===== config.mk =====
export PLATFORM = sky130hd
export DESIGN_NAME = quintic_joint_trajectory_generator
export DESIGN_NICKNAME = d
export VERILOG_FILES = /design/src/hw/rtl/qjtg_pkg.sv /design/src/hw/rtl/quintic_joint_trajectory_generator.sv
export SDC_FILE = /design/constraint.sdc
export NUM_CORES = 2
export LEC_CHECK = 0
export BUFFER_PORTS_ARGS = -buffer_cell sky130_fd_sc_hd__buf_2
export CAP_MARGIN = 10
export CORE_ASPECT_RATIO = 0.8
export CORE_UTILIZATION = 60
export DETAILED_ROUTE_END_ITERATION = 10
export GPL_TIMING_DRIVEN = 0
export MAX_ROUTING_LAYER = met4
export PLACE_DENSITY = 0.77
export SETUP_SLACK_MARGIN = 0.1
export SYNTH_ARGS = -nofsm -noshare
export SYNTH_HDL_FRONTEND = slang
export SYNTH_SLANG_ARGS = --single-unit

===== constraint.sdc =====
create_clock -name i_clk -period 21.6 [get_ports i_clk]
set_clock_uncertainty 0.15 [all_clocks]
set_input_delay 2.16 -clock i_clk [delete_from_list [all_inputs] [get_ports i_clk]]
set_output_delay 2.16 -clock i_clk [all_outputs]
set_load 0.005 [all_outputs]

===== src/hw/rtl/qjtg_pkg.sv =====
`timescale 1ns / 1ps
// Shared types, register map and reset constants of the quintic joint trajectory generator.
package qjtg_pkg;

    localparam int ANGLE_W    = 19;
    localparam int TIME_W     = 26;
    localparam int TICK_W     = 16;
    localparam int MAX_JOINTS = 12;
    localparam int APB_DW     = 32;

    typedef logic signed [ANGLE_W-1:0] t_angle;
    typedef logic [TIME_W-1:0]         t_time;

    // Register map: duration first, then one goal register per joint
    localparam int REG_DURATION  = 0;
    localparam int REG_GOAL_BASE = 1;

    localparam t_time DUR_RESET = 26'd5000000;

    localparam t_angle GOAL_RESET [MAX_JOINTS] = '{
        19'sd32768, -19'sd49709, 19'sd0, -19'sd88867, 19'sd0, 19'sd102957,
        19'sd51446, 19'sd0, 19'sd0, 19'sd0, 19'sd0, 19'sd0
    };

endpackage


===== src/hw/rtl/quintic_joint_trajectory_generator.sv =====
`timescale 1ns / 1ps
// Quintic smoothstep point-to-point trajectory generator for a group of joints.
//
// One request on the slave stream is one control tick: tick time in microseconds plus the
// measured angle of every joint. One result on the master stream follows each request:
// the commanded angle of every joint, with move_done on tuser once the move is over.
// The first tick after reset latches the measured angles as the start pose.
// Duration and goal angles sit in APB registers (duration at 0x0, goal i at 4*(i+1)).
//
// Steps: a tick inside the move runs a bit-serial divider for the normalized time, four
// shift-add multiply passes (s^2, s^3, smoothstep, then all joint lanes together) with a
// fix-up step after each of the scalar passes, then loads the result register. The next
// request is taken only once the result has been loaded into the result register, so one
// tick is in flight at a time. A tick at or past the end of the move skips the arithmetic
// and goes straight to the output step.
// The result register holds a finished result while the receiver stalls; a new request
// is still taken, and only the final hand-over waits for the result register to drain.
// Reset (synchronous, active low) clears elapsed time, the start latch and the output,
// and loads duration and goals with their reset values.
module quintic_joint_trajectory_generator
    import qjtg_pkg::*;
#(
    parameter int JOINT_COUNT = 7,
    parameter int FRAC_BITS   = 16,
    localparam int IN_W  = ((TICK_W + ANGLE_W * JOINT_COUNT + 7) / 8) * 8,
    localparam int OUT_W = ((ANGLE_W * JOINT_COUNT + 7) / 8) * 8,
    localparam int AW    = $clog2(4 * (JOINT_COUNT + 1))
) (
    input  logic              i_clk,
    input  logic              i_rst_n,
    input  logic              i_s_axis_tvalid,
    output logic              o_s_axis_tready,
    // tick_us, meas_angle_0 .. meas_angle_N-1, zero padding
    input  logic [IN_W-1:0]   i_s_axis_tdata,
    output logic              o_m_axis_tvalid,
    input  logic              i_m_axis_tready,
    // cmd_angle_0 .. cmd_angle_N-1, zero padding
    output logic [OUT_W-1:0]  o_m_axis_tdata,
    // move_done
    output logic              o_m_axis_tuser,
    input  logic              psel,
    input  logic              penable,
    input  logic              pwrite,
    input  logic [AW-1:0]     paddr,
    input  logic [APB_DW-1:0] pwdata,
    output logic [APB_DW-1:0] prdata,
    output logic              pready
);

    localparam int F    = FRAC_BITS;
    localparam int IW   = AW - 2;
    localparam int SW   = F + 1;            // Q1.F values up to one
    localparam int PW   = F + 4;            // polynomial, up to 10*ONE
    localparam int PRW  = PW + SW;          // scalar product
    localparam int PLW  = F + 6;            // signed polynomial sum
    localparam int DW   = ANGLE_W + 1;      // goal - start
    localparam int LW   = F + ANGLE_W;      // kept low part of a lane product
    localparam int CW   = $clog2(F + 1);

    localparam logic [PRW-1:0]   HALF_P  = PRW'(1) << (F - 1);
    localparam logic [LW-1:0]    HALF_L  = LW'(1) << (F - 1);
    localparam logic [PRW-F-1:0] ONE_Q   = (PRW - F)'(1) << F;
    localparam logic [PLW-1:0]   TEN_ONE = PLW'(10) << F;
    localparam logic [CW-1:0]    LAST_M  = CW'(F);
    localparam logic [CW-1:0]    LAST_D  = CW'(F - 1);

    typedef enum logic [9:0] {
        S_IDLE      = 10'b00_0000_0001,
        S_DIV       = 10'b00_0000_0010,
        S_SQ        = 10'b00_0000_0100,
        S_SQ_FIX    = 10'b00_0000_1000,
        S_CUBE      = 10'b00_0001_0000,
        S_CUBE_FIX  = 10'b00_0010_0000,
        S_BLEND     = 10'b00_0100_0000,
        S_BLEND_FIX = 10'b00_1000_0000,
        S_JNT       = 10'b01_0000_0000,
        S_OUT       = 10'b10_0000_0000
    } t_state;

    t_state          r_state;
    logic [CW-1:0]   r_cnt;
    t_time           r_dur;
    t_angle          r_goal [JOINT_COUNT];
    t_time           r_elapsed;
    logic            r_latched;
    logic            r_out_valid;

    t_angle          r_start [JOINT_COUNT];
    logic            r_done;
    t_time           r_rem;
    logic [SW-1:0]   r_s;
    logic [SW-1:0]   r_s2;
    logic [F+2:0]    r_t6;
    logic [PW-1:0]   r_poly;
    logic [SW-1:0]   r_mb;
    logic [PW-1:0]   r_acc_hi;
    logic [SW-1:0]   r_acc_lo;
    logic signed [DW-1:0] r_diff    [JOINT_COUNT];
    logic signed [DW-1:0] r_lane_hi [JOINT_COUNT];
    logic [SW-1:0]        r_lane_lo [JOINT_COUNT];
    logic [OUT_W-1:0] r_out_data;
    logic             r_out_done;

    logic            in_acc;
    logic            out_load;
    logic            cfg_wr;
    logic [IW-1:0]   cfg_idx;
    logic [TICK_W-1:0] tick;
    logic [TIME_W:0] e_sum;
    t_time           n_elapsed;
    logic            n_done;
    logic [TIME_W:0] rem2;
    logic [TIME_W:0] rem_sub;
    logic            qbit;
    t_time           n_rem;
    logic [PW-1:0]   mul_a;
    logic [PW:0]     m_sum;
    logic [PW-1:0]   n_acc_hi;
    logic [SW-1:0]   n_acc_lo;
    logic [PRW-1:0]  prod;
    logic [PRW-1:0]  rnd;
    logic [PRW-F-1:0] rnd_q;
    logic [SW-1:0]   smooth;
    logic [PRW-1:0]  p6;
    logic [PRW-1:0]  r6;
    logic [PLW-1:0]  pol;
    logic [PW-1:0]   n_poly;
    logic signed [DW-1:0] ladd      [JOINT_COUNT];
    logic signed [DW:0]   lsum      [JOINT_COUNT];
    logic signed [DW-1:0] n_lane_hi [JOINT_COUNT];
    logic [SW-1:0]        n_lane_lo [JOINT_COUNT];
    logic [DW+SW-1:0]     lprod     [JOINT_COUNT];
    logic [LW-1:0]        lrnd      [JOINT_COUNT];
    t_angle               cmd       [JOINT_COUNT];
    logic [OUT_W-1:0]     n_out_data;

    assign o_s_axis_tready = (r_state == S_IDLE) && i_rst_n;
    assign in_acc          = i_s_axis_tvalid && o_s_axis_tready;
    assign out_load        = (r_state == S_OUT) && (!r_out_valid || i_m_axis_tready);
    assign o_m_axis_tvalid = r_out_valid;
    assign o_m_axis_tdata  = r_out_data;
    assign o_m_axis_tuser  = r_out_done;

    assign pready  = 1'b1;
    assign cfg_wr  = psel && penable && pwrite && pready;
    assign cfg_idx = paddr[AW-1:2];

    always_comb begin
        prdata = '0;
        if (cfg_idx == IW'(REG_DURATION)) begin
            prdata = {{(APB_DW-TIME_W){1'b0}}, r_dur};
        end
        for (int j = 0; j < JOINT_COUNT; j++) begin
            if (cfg_idx == IW'(REG_GOAL_BASE + j)) begin
                prdata = {{(APB_DW-ANGLE_W){r_goal[j][ANGLE_W-1]}}, r_goal[j]};
            end
        end
    end

    // Running time, clamped to the duration
    always_comb begin
        tick      = i_s_axis_tdata[TICK_W-1:0];
        e_sum     = {1'b0, r_elapsed} + {{(TIME_W+1-TICK_W){1'b0}}, tick};
        n_elapsed = (e_sum > {1'b0, r_dur}) ? r_dur : e_sum[TIME_W-1:0];
        n_done    = (n_elapsed >= r_dur);
    end

    // Restoring divider, one quotient bit per cycle
    always_comb begin
        rem2    = {r_rem, 1'b0};
        rem_sub = rem2 - {1'b0, r_dur};
        qbit    = (rem2 >= {1'b0, r_dur});
        n_rem   = qbit ? rem_sub[TIME_W-1:0] : rem2[TIME_W-1:0];
    end

    // Shared shift-add multiplier for the scalar chain, LSB of the multiplier first
    always_comb begin
        case (r_state)
            S_CUBE:  mul_a = {{(PW-SW){1'b0}}, r_s2};
            S_BLEND: mul_a = r_poly;
            default: mul_a = {{(PW-SW){1'b0}}, r_s};
        endcase
        m_sum    = {1'b0, r_acc_hi} + {1'b0, (r_mb[0] ? mul_a : {PW{1'b0}})};
        n_acc_hi = m_sum[PW:1];
        n_acc_lo = {m_sum[0], r_acc_lo[SW-1:1]};
    end

    // Rounding and polynomial fix-ups between multiply passes
    always_comb begin
        prod   = {r_acc_hi, r_acc_lo};
        rnd    = prod + HALF_P;
        rnd_q  = rnd[PRW-1:F];
        smooth = (rnd_q > ONE_Q) ? ONE_Q[SW-1:0] : rnd_q[SW-1:0];
        p6     = {prod[PRW-3:0], 2'b00} + {prod[PRW-2:0], 1'b0};
        r6     = p6 + HALF_P;
        pol    = TEN_ONE - {1'b0, r_s, 4'b0000} + {5'b00000, r_s}
                 + {3'b000, r_t6};
        n_poly = pol[PLW-1] ? '0 : pol[PW-1:0];
    end

    // Joint lanes: signed diff times smooth, plus output rounding
    always_comb begin
        n_out_data = '0;
        for (int j = 0; j < JOINT_COUNT; j++) begin
            ladd[j]      = r_mb[0] ? r_diff[j] : '0;
            lsum[j]      = {r_lane_hi[j][DW-1], r_lane_hi[j]} + {ladd[j][DW-1], ladd[j]};
            n_lane_hi[j] = lsum[j][DW:1];
            n_lane_lo[j] = {lsum[j][0], r_lane_lo[j][SW-1:1]};
            lprod[j]     = {r_lane_hi[j], r_lane_lo[j]};
            lrnd[j]      = lprod[j][LW-1:0] + HALF_L;
            cmd[j]       = r_done ? r_goal[j] : (r_start[j] + lrnd[j][LW-1:F]);
            n_out_data[j*ANGLE_W +: ANGLE_W] = cmd[j];
        end
    end

    // Control state and configuration
    always_ff @(posedge i_clk) begin
        if (!i_rst_n) begin
            r_state     <= S_IDLE;
            r_cnt       <= '0;
            r_dur       <= DUR_RESET;
            r_elapsed   <= '0;
            r_latched   <= 1'b0;
            r_out_valid <= 1'b0;
            for (int j = 0; j < JOINT_COUNT; j++) begin
                r_goal[j] <= GOAL_RESET[j];
            end
        end else begin
            if (cfg_wr && cfg_idx == IW'(REG_DURATION)) begin
                r_dur <= pwdata[TIME_W-1:0];
            end
            for (int j = 0; j < JOINT_COUNT; j++) begin
                if (cfg_wr && cfg_idx == IW'(REG_GOAL_BASE + j)) begin
                    r_goal[j] <= pwdata[ANGLE_W-1:0];
                end
            end

            if (out_load) begin
                r_out_valid <= 1'b1;
            end else if (r_out_valid && i_m_axis_tready) begin
                r_out_valid <= 1'b0;
            end

            case (r_state)
                S_IDLE: begin
                    if (in_acc) begin
                        r_latched <= 1'b1;
                        r_elapsed <= n_elapsed;
                        r_cnt     <= '0;
                        // finished move: goal pose, no arithmetic
                        r_state   <= n_done ? S_OUT : S_DIV;
                    end
                end
                S_DIV: begin
                    if (r_cnt == LAST_D) begin
                        r_cnt   <= '0;
                        r_state <= S_SQ;
                    end else begin
                        r_cnt <= r_cnt + 1'b1;
                    end
                end
                S_SQ, S_CUBE, S_BLEND, S_JNT: begin
                    if (r_cnt == LAST_M) begin
                        r_cnt <= '0;
                        case (r_state)
                            S_SQ:    r_state <= S_SQ_FIX;
                            S_CUBE:  r_state <= S_CUBE_FIX;
                            S_BLEND: r_state <= S_BLEND_FIX;
                            default: r_state <= S_OUT;
                        endcase
                    end else begin
                        r_cnt <= r_cnt + 1'b1;
                    end
                end
                S_SQ_FIX:    r_state <= S_CUBE;
                S_CUBE_FIX:  r_state <= S_BLEND;
                S_BLEND_FIX: r_state <= S_JNT;
                S_OUT: begin
                    if (out_load) begin
                        r_state <= S_IDLE;
                    end
                end
                default: r_state <= S_IDLE;
            endcase
        end
    end

    // Datapath registers
    always_ff @(posedge i_clk) begin
        case (r_state)
            S_IDLE: begin
                if (in_acc) begin
                    r_done <= n_done;
                    r_rem  <= n_elapsed;
                    r_s    <= '0;
                    if (!r_latched) begin
                        for (int j = 0; j < JOINT_COUNT; j++) begin
                            r_start[j] <= i_s_axis_tdata[TICK_W + j*ANGLE_W +: ANGLE_W];
                        end
                    end
                end
            end
            S_DIV: begin
                r_rem    <= n_rem;
                r_s      <= {r_s[SW-2:0], qbit};
                r_mb     <= {r_s[SW-2:0], qbit};
                r_acc_hi <= '0;
                r_acc_lo <= '0;
            end
            S_SQ, S_CUBE, S_BLEND: begin
                r_acc_hi <= n_acc_hi;
                r_acc_lo <= n_acc_lo;
                r_mb     <= r_mb >> 1;
            end
            S_SQ_FIX: begin
                r_s2     <= rnd_q[SW-1:0];
                r_t6     <= r6[2*F+2:F];
                r_mb     <= r_s;
                r_acc_hi <= '0;
                r_acc_lo <= '0;
            end
            S_CUBE_FIX: begin
                r_poly   <= n_poly;
                r_mb     <= rnd_q[SW-1:0];
                r_acc_hi <= '0;
                r_acc_lo <= '0;
            end
            S_BLEND_FIX: begin
                r_mb <= smooth;
                for (int j = 0; j < JOINT_COUNT; j++) begin
                    r_diff[j]    <= {r_goal[j][ANGLE_W-1], r_goal[j]}
                                    - {r_start[j][ANGLE_W-1], r_start[j]};
                    r_lane_hi[j] <= '0;
                    r_lane_lo[j] <= '0;
                end
            end
            S_JNT: begin
                r_mb <= r_mb >> 1;
                for (int j = 0; j < JOINT_COUNT; j++) begin
                    r_lane_hi[j] <= n_lane_hi[j];
                    r_lane_lo[j] <= n_lane_lo[j];
                end
            end
            S_OUT: begin
                if (out_load) begin
                    r_out_data <= n_out_data;
                    r_out_done <= r_done;
                end
            end
            default: begin
                r_mb <= r_mb;
            end
        endcase
    end

endmodule


==> results.md <==
- The worst hold path was traced through 2 stages.
- The largest net degree at the start of global routing is 58.
- Global routing consumed, on the met3 layer, 6.752% of the routing resources.
- STA classifies the critical path endpoint as a register.
- The initial antenna violation count is 19.
- The net count of the finished layout is 7,437.
- The synthesized design contains 917 register bits.
- The tree built by TritonCTS fans out to 917 sinks.
- Summed over all nets, the half-perimeter wirelength after detailed placement is 146,800 um.
- The instance count of the mapped netlist is 6,119.
- The most critical setup path has its endpoint at r_state[9].
- The startpoint identified for the worst register-to-register timing path is r_elapsed[0].
- For the worst setup path, the data arrival time is 9.31 ns.
- Buffers inserted to repair hold after CTS numbered 0.
- In the synthesized netlist the dominant register cell turns out to be sky130_fd_sc_hd__edfxtp_1.
- The met1 global-route usage is 50.38%.
- The share of the Yosys chip area taken by registers is 43.55%.
- Power comes to 5659 uW.
- Across the VDD grid, the largest voltage drop is 0.06954 mV.
- The quantity of I/O buffers inserted on ports is 351.
- The via count of the first global-routing pass is 46,940.
- The total die area is 104,000 sq um.
- In the final timing run, aggregate negative setup slack is 0 ns.
- The slack of the worst reg-to-reg path is 13.98 ns.
- The clock transition at the register clock pins on the worst setup and hold paths after CTS is 0.06 ns.
- The largest buffer count on any clock path is 3.
- The type of the worst setup path is in -> reg.
- The length of the first detailed-routing pass in iterations is 6.
- The power dissipated by switching net loads is 1849 uW.
- The worst pin sits at a relative slew slack of 6.784%.
- The detailed-route wire length per cell is 23.57 um.
- The internal cell power is 3809 uW.
- The standby leakage power is 0.02852 uW.
- The tree is rooted in a sky130_fd_sc_hd__clkbuf_16.
- Global routing used 36.66% of the available tracks across all layers.
- The routed via count is 50,220.
- The maximum fanout count along the critical path is 10.
- For the pin with the worst max-slew slack, the measured transition is 1.398 ns.
- Yosys mapped a number of flops with a built-in enable equal to 848.
- After detailed routing, the number of vias per cell comes to 6.269.
- The number of endpoints with negative hold slack in the final report came to 0.
- Buffers added to address setup during post-CTS repair amount to 0.
- The number of placement rows is 104.
- Of the total power, the share spent switching nets is 32.68%.
- Routability-driven placement finished with a final weighted congestion of 1.054.
- After layout, the minimum clock period comes to 8.859 ns.
- The data required time of the worst path is 22.05 ns.
- The total congestion overflow after global routing is 0.
- The H-tree depth reported by CTS is 3.
- Counting stages on the worst path, the most repeated cell is sky130_fd_sc_hd__a21o_1.
- From bottom edge to top edge, the die measures 288.7 um.
- The count of final max-slew check failures is 0.
- TritonCTS built the clock tree.
- The clock network fraction of design power is 31.2%.
- Of the available clock period, the critical path in the final layout requires 41.01%.
- The flow ran to the end, and the final reports show no timing, DRC or antenna violations.
- The count of antenna-violating nets left after detailed routing is 0.
- The clock reaches the later pin of the worst-skew pair after 0.74 ns.
- The maximum frequency from static timing analysis is 112.9 MHz.
- The post-synthesis instance area is 61,640 sq um.
- Max-cap violations in this run came to 0.
- The area share of the largest cell type after synthesis is 41.31%.
- The met2 track demand over resource is 53.90%.
- The mean cell area of the mapped netlist is 10.07 sq um.
- During synthesis, Yosys emitted a total of 0 warnings.
- Once the floorplan was initialized, standard cells occupied 60.89% of the core.
- The cell accounting for the most synthesized area is sky130_fd_sc_hd__edfxtp_1.
- The startpoint of the worst setup timing path is i_s_axis_tdata[0].
- The first routing iteration left 6,152 violations.
- The post-route DRC violation count is 0.
- The slowest stage of the critical path is the sky130_fd_sc_hd__nor4_1 cell.
- The destination of the worst register-to-register timing path is r_state[9].
- Of the total power, registers draw 39.4%.
- The library cells used most frequently in the layout, excluding fill and tap cells, are sky130_fd_sc_hd__edfxtp_1 (848), sky130_fd_sc_hd__ha_1 (612), sky130_fd_sc_hd__nor2_1 (508).
- In this design, the stage delay of the slowest critical-path cell is 0.62 ns.
- The area growth from synthesis to final layout is 11.59%.
- The worst hold path belongs to the class reg -> reg.
- The first global-routing pass estimated 280,000 um of wire.
- Post-CTS repair changed the size of 0 cells.
- By area the synthesized netlist is led by sky130_fd_sc_hd__edfxtp_1 (41%), sky130_fd_sc_hd__ha_1 (12%), sky130_fd_sc_hd__xnor2_1 (4.8%).
- The logic gate share of total power is 29.4%.
- In this run the most used layer during global routing was met2.
- In this run the count of I/O pins placed on the die edge is 368.
- The final instance area is 68,790 sq um.
- Summing all placed instances gives a cell area of 65,480 sq um.
- The ratio of cells with drive above 1 in the final layout is 10.33%.
- STA classifies the critical path startpoint as an input pin.
- The power per unit of standard cell area is 82.27 nW/um^2.
- The final-report setup violation count is 0.
- The area inside the core boundary is 101,200 sq um.
- After synthesis, the share of flip-flops with an asynchronous set or reset is 0%.
- Setup repair after global routing left no endpoint under its margin.
- The number of cells on the worst reg-to-reg path is 32.
- The count of unique library cells instantiated by Yosys is 95.
- The post-detailed-routing wire length is 188,900 um.
- The total clock buffers created by CTS is 97.
- Leaving out fill and tap cells, the most frequent cell in the layout is sky130_fd_sc_hd__edfxtp_1.
- The width of the die is 360.4 um.
[cell type report]
type / count / area [sq um]
Antenna cell: 15 / 37.54
Inverter: 435 / 1633
Buffer: 165 / 726.9
Tap cell: 1325 / 1658
Multi-Input combinational cell: 4604 / 32500
Timing Repair Buffer: 372 / 2130
Clock inverter: 54 / 608.1
Sequential cell: 917 / 26850
Fill cell: 7846 / 32450
Clock buffer: 125 / 2646
[worst max-delay path: cells and delay by family]
kind,cells,cell delay (ns)
fa+ha+maj,4,0.92
xor+xnor,1,0.16
compound gates,17,3.73
buf+inv,3,0.53
simple gates,8,1.82
[kinds of logic (layout without fill, tap and decap cells)]
family	Yosys count	in the layout	synth area share (%)
and+or+nand+nor	1960	1960	15.37
AOI/OAI and AO/OA	1377	1377	14.43
DFF	917	917	43.55
adders and majority gates	649	649	13.62
buffers and inverters	600	1151	3.816
xor gates and xnor gates	524	524	7.445
muxes	90	90	1.760
other	2	19	0.01218
[registers in the layout, summed over array words and instances, names as in the netlist, 26 cells and up]
signal	flops
r_elapsed	26
r_start	133
r_goal	133
r_rem	26
r_lane_hi	140
r_dur	26
r_diff	140
o_m_axis_tdata	133
[cell usage after synthesis (13+ instances only)]
cell type	number
sky130_fd_sc_hd__a211oi_1	30
sky130_fd_sc_hd__a31oi_1	51
sky130_fd_sc_hd__or3_1	26
sky130_fd_sc_hd__and2_1	192
sky130_fd_sc_hd__o2111ai_1	13
sky130_fd_sc_hd__nand4_1	29
sky130_fd_sc_hd__mux2i_1	42
sky130_fd_sc_hd__nand3_1	180
sky130_fd_sc_hd__dfxtp_1	69
sky130_fd_sc_hd__xnor2_1	341
sky130_fd_sc_hd__nor2_1	510
sky130_fd_sc_hd__xor2_1	183
sky130_fd_sc_hd__inv_1	434
sky130_fd_sc_hd__nor2b_1	97
sky130_fd_sc_hd__edfxtp_1	848
sky130_fd_sc_hd__mux2_2	37
sky130_fd_sc_hd__o21ai_1	30
sky130_fd_sc_hd__o211ai_1	28
sky130_fd_sc_hd__a22oi_1	45
sky130_fd_sc_hd__or2_2	46
sky130_fd_sc_hd__nand2b_1	69
sky130_fd_sc_hd__nor3_1	132
sky130_fd_sc_hd__o21ai_0	318
sky130_fd_sc_hd__fa_1	37
sky130_fd_sc_hd__a21oi_1	342
sky130_fd_sc_hd__ha_1	612
sky130_fd_sc_hd__clkbuf_1	134
sky130_fd_sc_hd__nor3b_1	13
sky130_fd_sc_hd__nand2_1	503
sky130_fd_sc_hd__and3_1	112
sky130_fd_sc_hd__a21o_1	152
sky130_fd_sc_hd__a21boi_0	69
sky130_fd_sc_hd__o21bai_1	44
sky130_fd_sc_hd__o21a_1	66
sky130_fd_sc_hd__o31ai_1	27
[layer usage]
layer | vias to the layer above | part of all wire (%)
met2 | 2670 | 43
met1 | 24060 | 41
met3 | 418 | 11
met4 | 0 | 4.4
li1 | 23080 | -
met5 | - | 0
[power by group through the flow]
| stage | clock network [uW] | logic (uW) | registers, uW |
|---|---|---|---|
| after floorplan | 0 | 1210 | 2210 |
| after global placement | 0 | 1550 | 2270 |
| after detailed placement | 0 | 1620 | 2260 |
| after CTS | 1770 | 1630 | 2220 |
| after global routing | 1830 | 1840 | 2230 |
| final | 1760 | 1670 | 2230 |
[how the worst min path moves through the flow]
stage | endpoint | start | slack, ns
after floorplan | r_latched | r_latched | 0.27
after CTS | r_elapsed[25] | r_elapsed[25] | 0.31
after global placement | r_latched | r_latched | 0.28
after global routing | r_elapsed[25] | r_elapsed[25] | 0.33
final | r_elapsed[2] | r_elapsed[2] | 0.32
after detailed placement | r_elapsed[25] | r_elapsed[25] | 0.30
[stage by stage]
| stage | util [%] | hold WS (ns) | cells | worst slack, ns |
|---|---|---|---|---|
| 2_1_floorplan | - | 0.2729 | 6121 | 12.48 |
| 3_5_place_dp | 64.68 | 0.3035 | 7815 | 12.17 |
| 4_1_cts | 67.89 | 0.3121 | 7994 | 12.89 |
| 3_3_place_gp | 64.27 | 0.2801 | 7797 | 7.666 |
| 5_1_grt | 67.93 | 0.3268 | 8006 | 12.48 |
| 6_report | 67.95 | 0.3190 | 8012 | 12.74 |
Power figures use the tool's default switching activity.
